File: src/rtl/barometric_pressure_compensation_core_defines.svh
// ----------------------------------------------------------------------------
// Assertion macros for the barometric compensation core
// Shared property wrappers, clocked on clk and disabled while rst is high.
// ----------------------------------------------------------------------------
`ifndef BAROMETRIC_PRESSURE_COMPENSATION_CORE_DEFINES_SVH
`define BAROMETRIC_PRESSURE_COMPENSATION_CORE_DEFINES_SVH

// Same-cycle implication.
`define BPC_ASSERT_IMP(label, ante, cons) \
  label: assert property (@(posedge clk) disable iff (rst) (ante) |-> (cons)) \
    else $error("compensation core: same-cycle check failed");

// Next-cycle implication.
`define BPC_ASSERT_NXT(label, ante, cons) \
  label: assert property (@(posedge clk) disable iff (rst) (ante) |=> (cons)) \
    else $error("compensation core: next-cycle check failed");

`endif

File: src/rtl/bpc_pkg.sv
// ----------------------------------------------------------------------------
// bpc_pkg
// Types, constants and stage counts shared by the compensation core.
// ----------------------------------------------------------------------------
`default_nettype none

package bpc_pkg;

  localparam int RAW_W      = 20;
  localparam int IN_W       = 40;
  localparam int OUT_W      = 88;
  localparam int CFG_W      = 48;
  localparam int CFG_ADDR_W = 2;

  // Stage counts of the units
  localparam int TEMP_LAT  = 5;
  localparam int FRONT_LAT = 8;
  localparam int DIV_LAT   = 66;
  localparam int BACK_LAT  = 6;
  localparam int TEMP_DLY  = FRONT_LAT + DIV_LAT + BACK_LAT;

  localparam logic signed [32:0] FINE_OFFSET = 33'sd128000;
  localparam logic [20:0]        PRESS_BASE  = 21'd1048576;
  localparam logic [11:0]        NUM_SCALE   = 12'd3125;
  localparam logic [63:0]        DEN_BIAS    = 64'h0000_8000_0000_0000;

  typedef enum logic [CFG_ADDR_W-1:0] {
    CFG_TEMP       = 2'd0,
    CFG_PRESS_LOW  = 2'd1,
    CFG_PRESS_MID  = 2'd2,
    CFG_PRESS_HIGH = 2'd3
  } cfg_reg_t;

  typedef struct packed {
    logic [15:0] t1;
    logic [15:0] t2;
    logic [15:0] t3;
    logic [15:0] p1;
    logic [15:0] p2;
    logic [15:0] p3;
    logic [15:0] p4;
    logic [15:0] p5;
    logic [15:0] p6;
    logic [15:0] p7;
    logic [15:0] p8;
    logic [15:0] p9;
  } coeff_t;

endpackage

`default_nettype wire

File: src/rtl/bpc_temp.sv
// ----------------------------------------------------------------------------
// bpc_temp
// Five-stage temperature path: fine temperature and hundredths of a degree.
// ----------------------------------------------------------------------------
`default_nettype none

module bpc_temp (
  input  wire logic                clk,
  input  wire logic                rst,
  input  wire logic                adv,
  input  wire logic                in_valid,
  input  wire logic [19:0]         raw_temperature,
  input  wire bpc_pkg::coeff_t     coeff,
  output logic                     out_valid,
  output logic signed [31:0]       fine,
  output logic signed [23:0]       centi
);
  import bpc_pkg::*;

  logic [TEMP_LAT-1:0] vld;

  logic signed [17:0] a_diff;
  logic signed [16:0] d_diff;
  logic signed [31:0] a_word;
  logic [31:0]        dd_word;
  logic signed [31:0] lin;
  logic signed [31:0] xt3;
  logic signed [31:0] fine_s4;

  logic signed [17:0] a_diff_next;
  logic signed [16:0] d_diff_next;
  logic signed [33:0] prod_a;
  logic signed [33:0] prod_dd;
  logic signed [31:0] lin_next;
  logic signed [35:0] prod_x;
  logic signed [31:0] quad;
  logic [31:0]        scaled;

  assign a_diff_next = $signed({1'b0, raw_temperature[19:3]})
                     - $signed({1'b0, coeff.t1, 1'b0});
  assign d_diff_next = $signed({1'b0, raw_temperature[19:4]})
                     - $signed({1'b0, coeff.t1});
  assign prod_a   = a_diff * $signed(coeff.t2);
  assign prod_dd  = d_diff * d_diff;
  assign lin_next = a_word >>> 11;
  assign prod_x   = $signed(dd_word[31:12]) * $signed(coeff.t3);
  assign quad     = xt3 >>> 14;
  // fine * 5 + 128, then the arithmetic shift by 8 keeps bits 31:8
  assign scaled   = {fine_s4[29:0], 2'b00} + fine_s4 + 32'd128;

  always_ff @(posedge clk) begin
    if (rst) begin
      vld <= '0;
    end else if (adv) begin
      vld <= {vld[TEMP_LAT-2:0], in_valid};
    end
  end

  always_ff @(posedge clk) begin
    if (adv) begin
      a_diff  <= a_diff_next;
      d_diff  <= d_diff_next;
      a_word  <= prod_a[31:0];
      dd_word <= prod_dd[31:0];
      lin     <= lin_next;
      xt3     <= prod_x[31:0];
      fine_s4 <= lin + quad;
      fine    <= fine_s4;
      centi   <= scaled[31:8];
    end
  end

  assign out_valid = vld[TEMP_LAT-1];

endmodule

`default_nettype wire

File: config.mk
export PLATFORM = sky130hd
export DESIGN_NAME = bpc_temp
export DESIGN_NICKNAME = d
export VERILOG_FILES = /design/src/rtl/barometric_pressure_compensation_core_defines.svh /design/src/rtl/bpc_pkg.sv /design/src/rtl/bpc_temp.sv
export SDC_FILE = /design/constraint.sdc
export NUM_CORES = 2
export LEC_CHECK = 0
export ABC_AREA = 1
export BUFFER_PORTS_ARGS = -buffer_cell sky130_fd_sc_hd__buf_2
export CAP_MARGIN = 20
export CORE_MARGIN = 4
export CORE_UTILIZATION = 45
export CTS_CLUSTER_SIZE = 24
export DETAILED_ROUTE_END_ITERATION = 8
export PLACE_DENSITY_LB_ADDON = 0.12
export SLEW_MARGIN = 20
export SYNTH_ARGS = -nofsm -noshare
export SYNTH_HDL_FRONTEND = slang
export SYNTH_SLANG_ARGS = --single-unit
File: constraint.sdc
create_clock -name clk -period 10.92 [get_ports clk]
set_clock_uncertainty 0.05 [all_clocks]
set_input_delay 1.092 -clock clk [delete_from_list [all_inputs] [get_ports clk]]
set_output_delay 1.092 -clock clk [all_outputs]
set_load 0.03 [all_outputs]
=== Word level (Yosys, flattened, before mapping) ===
Cells that the tools add are included.
Widths: inputs -> output; s select.

* $add $sub $neg: 5
* Multipliers: 3

{| class="wikitable"
|+ Operators with widths
! operator !! count
|-
| $add 32x32->32 || 1
|-
| $add 32x8->32 const B || 1
|-
| $mul 17x17->32 || 1
|-
| $mul 18x16->32 || 1
|-
| $mul 20x16->32 || 1
|-
| $add 21x18->22 || 1
|-
| $sub 17x17->18 || 1
|-
| $sub 16x16->17 || 1
|}

* Register bits: 245
* Logic and storage cells: 18

=== Depth between registers and ports, before layout ===
* Word-level depth: 2
* Gate-level depth with buffers: 28

=== Worst setup path after synthesis ===
OpenSTA, ideal clock, no wires.

* Path kind: input to register
* Start: input port coeff[154] (netlist bit)
* End: register xt3[28], data pin
* Library setup time: 0.252 ns
* Data arrival time: 5.997 ns
* Data required time: 10.618 ns
* Setup slack: 4.620 ns
* Stages on the path: 20
* Path buffers: 2
* Path through: clkbuf_1 -> buf_1 -> nand2_1 -> fa_1 -> inv_1 -> fa_1 -> fa_1 -> fa_1 -> fa_1 -> inv_1 -> fa_1 -> inv_1 -> ha_1 -> a21o_1 -> or2_2 -> o21bai_1 -> a21oi_1 -> nand2_1 -> nand2_1 -> nand2_1

* Longest elaborated chain between the ends: 1

{| class="wikitable"
|+ Ends and longest elaborated chain
! what !! line !! text
|-
| start, declared || bpc_temp.sv:13 || <nowiki>input wire bpc_pkg::coeff_t coeff,</nowiki>
|-
| $mul 20x16->32 || bpc_temp.sv:46 || <nowiki>assign prod_x = $signed(dd_word[31:12]) * $signed(coeff.t3);</nowiki>
|-
| named net prod_x[28] || bpc_temp.sv:35 || <nowiki>logic signed [35:0] prod_x;</nowiki>
|-
| end signal, assigned || bpc_temp.sv:66 || <nowiki>xt3 <= prod_x[31:0];</nowiki>
|-
| end, declared || bpc_temp.sv:27 || <nowiki>logic signed [31:0] xt3;</nowiki>
|}

The timed path passes the listed nets, and every way through them passes these cells.
A chain may end at the register's enable or synchronous reset.

=== Worst setup path in the final report ===
* Start: input port coeff[161] (netlist bit)
* End: register a_word[31], data pin

* Longest elaborated chain between the ends: 1

{| class="wikitable"
|+ Ends and longest elaborated chain
! what !! line !! text
|-
| $mul 18x16->32 || bpc_temp.sv:43 || <nowiki>assign prod_a = a_diff * $signed(coeff.t2);</nowiki>
|-
| named net prod_a[31] || bpc_temp.sv:32 || <nowiki>logic signed [33:0] prod_a;</nowiki>
|-
| end signal, assigned || bpc_temp.sv:63 || <nowiki>a_word <= prod_a[31:0];</nowiki>
|-
| end, declared || bpc_temp.sv:24 || <nowiki>logic signed [31:0] a_word;</nowiki>
|}

The timed path passes the listed nets, and every way through them passes these cells.

==> results <==
- Buffers inserted to repair hold after CTS numbered 0.
- The number of hold violations in the final report came to 0.
- Counting flops and latches in the post-synthesis netlist gives 171.
- The HPWL after detailed placement is 81,900 µm.
- At the end of routability-driven placement, the weighted congestion stood at 0.882.
- Clock tree synthesis inserted a total of 17 buffers.
- The launching element type of the critical path is an input port.
- The wire length of the first global-routing pass is about 170,000 µm.
- Across the run, the number of max-cap violations was 0.
- In this run the biggest area consumer among cell types represents 39.6% of the synthesized area.
- By area the synthesized netlist is led by sky130_fd_sc_hd__fa_1 (40%), sky130_fd_sc_hd__inv_1 (14%), sky130_fd_sc_hd__edfxtp_1 (12%).
- For this block, the routed nets add up to slightly above 100,000 µm of wire.
- Headroom to the max-slew limit came out at 34.0%.
- At the worst endpoint, the arrival time is 7.08 ns.
- The later-pin clock latency in the skew report is 0.49 ns.
- The area of the core is 90,400 µm².
- The clock passes through at most 2 buffers.
- For this run, the register share of the synthesized area comes to 12.3%.
- The area overhead of the layout relative to synthesis is 5.46%.
- The die is 311 µm wide.
- The post-cts gate resize count is 0.
- The number of cells on the worst reg-to-reg path is 23.
- Cells with a size suffix above 1 make up 4.20% of the layout.
- The routed via count is 30.6k.
- The largest area contributor in the netlist is sky130_fd_sc_hd__fa_1.
- The number of input and output port buffers inserted is 125.
- The pre-antenna-repair detailed-routing pass consisted of 5 iterations.
- The initialized floorplan defines 110 standard-cell rows.
- The final-report max-slew violation count is 0.
- In the finished design, the share of the clock period the worst path needs comes to 62.9%.
- Yosys printed 0 warnings.
- The root buffer cell chosen for the clock tree is sky130_fd_sc_hd__clkbuf_16.
- The synthesized area per cell is 8.08 µm².
- The cell area after technology mapping is 41,200 µm².
- The worst hold path belongs to the class flop to flop.
- For this design the top-level I/O count stands at 273.
- After detailed routing, the number of vias per cell comes to 4.87.
- The die outline height is 311 µm.
- The clock-pin slew of the registers on the worst-case setup and hold paths is about 0.090 ns.
- Data on the critical path is required at its endpoint by 11.12 ns.
- Counting instances, the worst hold path has a depth of 0.
- After global routing the overflow that remains totals 0.
- TritonCTS built the clock tree.
- Global routing consumed, over all layers together, 21.7% of the routing resources.
- The library cells used most frequently in the layout, excluding fill and tap cells, are sky130_fd_sc_hd__inv_1 (1,518), sky130_fd_sc_hd__nand2_1 (1,260), sky130_fd_sc_hd__fa_1 (815).
- The maximum net fanout on the critical path is 17.
- In the synthesized netlist, the number of instances is 5,103.
- For this run, the top clock speed supported by timing is between 100 and 150 MHz.
- For this block, the initial DRC count from the detailed router was 1,612.
- In the final routed layout, each cell accounts on average for ~16 µm.
- The die covers just under 100,000 µm².
- The post-synth net total is 6,458.
- The library cell used most frequently in the layout, excluding fill and tap cells, is sky130_fd_sc_hd__inv_1.
- The actual slew at the worst max-slew pin is 0.990 ns.
- The share of flip-flops with an asynchronous set or reset after synthesis is 0%.
- The final-report setup violation count is 0.
- Setup repair after global routing left no endpoint under its margin.
- The initial cell density of the core is 45.6%.
- The type of the worst setup path is input port to flop.
- Buffers added to address setup during post-CTS repair amount to 0.
- The setup TNS is 0 ns.
- The net count of the finished layout is 6,458.
- The H-tree was split into 4 levels.
- The via count of the first global-routing pass is 31.9k.
- Counting I/O delays and the setup requirement, the final critical path takes 6.87 ns.
- Counting flops with a built-in enable in the synthesized netlist gives 166.
- The total of fill cells in the finished design is 9,033.
- The pin count of the biggest net entering global routing is 91.
- The count of nets left with antenna violations after detail routing is 0.
- For this run, the leading register cell type out of synthesis is sky130_fd_sc_hd__edfxtp_1.
- The initial antenna violation count is 3.
- Counting distinct cell types in the post-synthesis netlist gives 43.
- The run finished with clean final reports.
- The DRC violations left is 0.
- The worst setup path is captured at a flop.
- For this design, the sink count on the clock tree is 171.
- The number of antenna diodes in the final layout is 0.
[stage by stage]
stage               cells  instance area (µm²)  util [%]  worst slack [ns]  hold slack [ns]
floorplan            5103                41200         -              4.62            0.350
global placement     6260                42800      47.4              3.59            0.353
detailed placement   6260                42800      47.4              3.63            0.355
CTS                  6292                43500      48.1              4.16            0.368
global route         6292                43500      48.1              3.68            0.376
finish               6292                43500      48.1              4.05            0.364
[cell type report]
class	instances	area, µm²	share of cell area [%]
Multi-Input combinational cell	3243	29700	68.4
Clock inverter	15	218	0.501
Clock buffer	17	425	0.978
Tap cell	1176	1470	3.38
Sequential cell	171	5080	11.7
Timing Repair Buffer	152	835	1.92
Inverter	1518	5700	13.1
[registers in the layout (all words and copies together) (netlist names)]
signal and count:
a_diff 18, a_word 21, centi 24, dd_word 20, fine 22, fine_s4 22
lin 21, vld 5, xt3 18
[final timing paths]
path	start	end	slack [ns]
min reg2reg	a_word[27]$_DFFE_PP_	lin[16]$_DFFE_PP_	0.36
max reg2reg	a_diff[17]$_DFFE_PP_	a_word[31]$_DFFE_PP_	4.29
max	coeff[161]	a_word[31]$_DFFE_PP_	4.05
min	a_word[27]$_DFFE_PP_	lin[16]$_DFFE_PP_	0.36
[logic make-up after synthesis]
| kind of cell | count (synthesis) | share of synthesized area [%] |
|---|---|---|
| flip-flops | 171 | 12.3 |
| AND/OR/NAND/NOR | 1697 | 16.4 |
| XOR/XNOR | 102 | 2.17 |
| AO/OA/AOI/OAI | 305 | 4.14 |
| buffers and inverters | 1689 | 15.5 |
| adder cells (fa/ha/maj) | 1139 | 49.4 |
[synthesized netlist by cell type, types with 3 or more instances]
library cell and instances:
sky130_fd_sc_hd__nand4_1 24, sky130_fd_sc_hd__o21a_1 10, sky130_fd_sc_hd__nor4_1 7, sky130_fd_sc_hd__o21bai_1 24
sky130_fd_sc_hd__inv_1 1518, sky130_fd_sc_hd__or2_2 15, sky130_fd_sc_hd__and2_1 3, sky130_fd_sc_hd__clkbuf_1 138
sky130_fd_sc_hd__edfxtp_1 166, sky130_fd_sc_hd__a21oi_1 156, sky130_fd_sc_hd__nand2_1 1260, sky130_fd_sc_hd__xnor2_1 22
sky130_fd_sc_hd__and3_1 3, sky130_fd_sc_hd__o21ai_0 72, sky130_fd_sc_hd__nor3_1 27, sky130_fd_sc_hd__nor2_1 214
sky130_fd_sc_hd__nand3_1 120, sky130_fd_sc_hd__a21o_1 12, sky130_fd_sc_hd__buf_4 12, sky130_fd_sc_hd__o21ai_1 4
sky130_fd_sc_hd__nand3b_1 8, sky130_fd_sc_hd__or2_1 3, sky130_fd_sc_hd__ha_1 324, sky130_fd_sc_hd__a31oi_1 7
sky130_fd_sc_hd__fa_1 815, sky130_fd_sc_hd__xor2_1 80, sky130_fd_sc_hd__buf_2 9, sky130_fd_sc_hd__buf_1 11
sky130_fd_sc_hd__a21boi_0 10, sky130_fd_sc_hd__nand2_2 8, sky130_fd_sc_hd__dfxtp_1 5
[worst max-delay path, stage by stage]
cell and delay (ns):
sky130_fd_sc_hd__buf_2 0.41, sky130_fd_sc_hd__nand2_1 0.19, sky130_fd_sc_hd__inv_1 0.17, sky130_fd_sc_hd__fa_1 0.51
sky130_fd_sc_hd__fa_1 0.80, sky130_fd_sc_hd__inv_1 0.23, sky130_fd_sc_hd__fa_1 0.53, sky130_fd_sc_hd__inv_1 0.06
sky130_fd_sc_hd__fa_1 0.53, sky130_fd_sc_hd__inv_1 0.06, sky130_fd_sc_hd__fa_1 0.48, sky130_fd_sc_hd__inv_1 0.05
sky130_fd_sc_hd__fa_1 0.47, sky130_fd_sc_hd__ha_1 0.49, sky130_fd_sc_hd__inv_1 0.13, sky130_fd_sc_hd__nor3_1 0.28
sky130_fd_sc_hd__inv_1 0.09, sky130_fd_sc_hd__nor3_1 0.19, sky130_fd_sc_hd__nand2_1 0.08, sky130_fd_sc_hd__nand2_1 0.08
sky130_fd_sc_hd__inv_1 0.04, sky130_fd_sc_hd__nand2_1 0.05, sky130_fd_sc_hd__nand2_1 0.06
[metal layers]
layer | vias up | track usage (%) | part of all wire [%]
met5 | - | 0 | 0.017
met4 | 2 | 3.86 | 1.4
met3 | 96 | 2.21 | 4.5
met2 | 644 | 38.5 | 50
met1 | 15100 | 29.2 | 44
li1 | 14700 | - | -
Power is not shown: default switching activity piles up to over one toggle a cycle in this logic, so the estimate is an artifact.
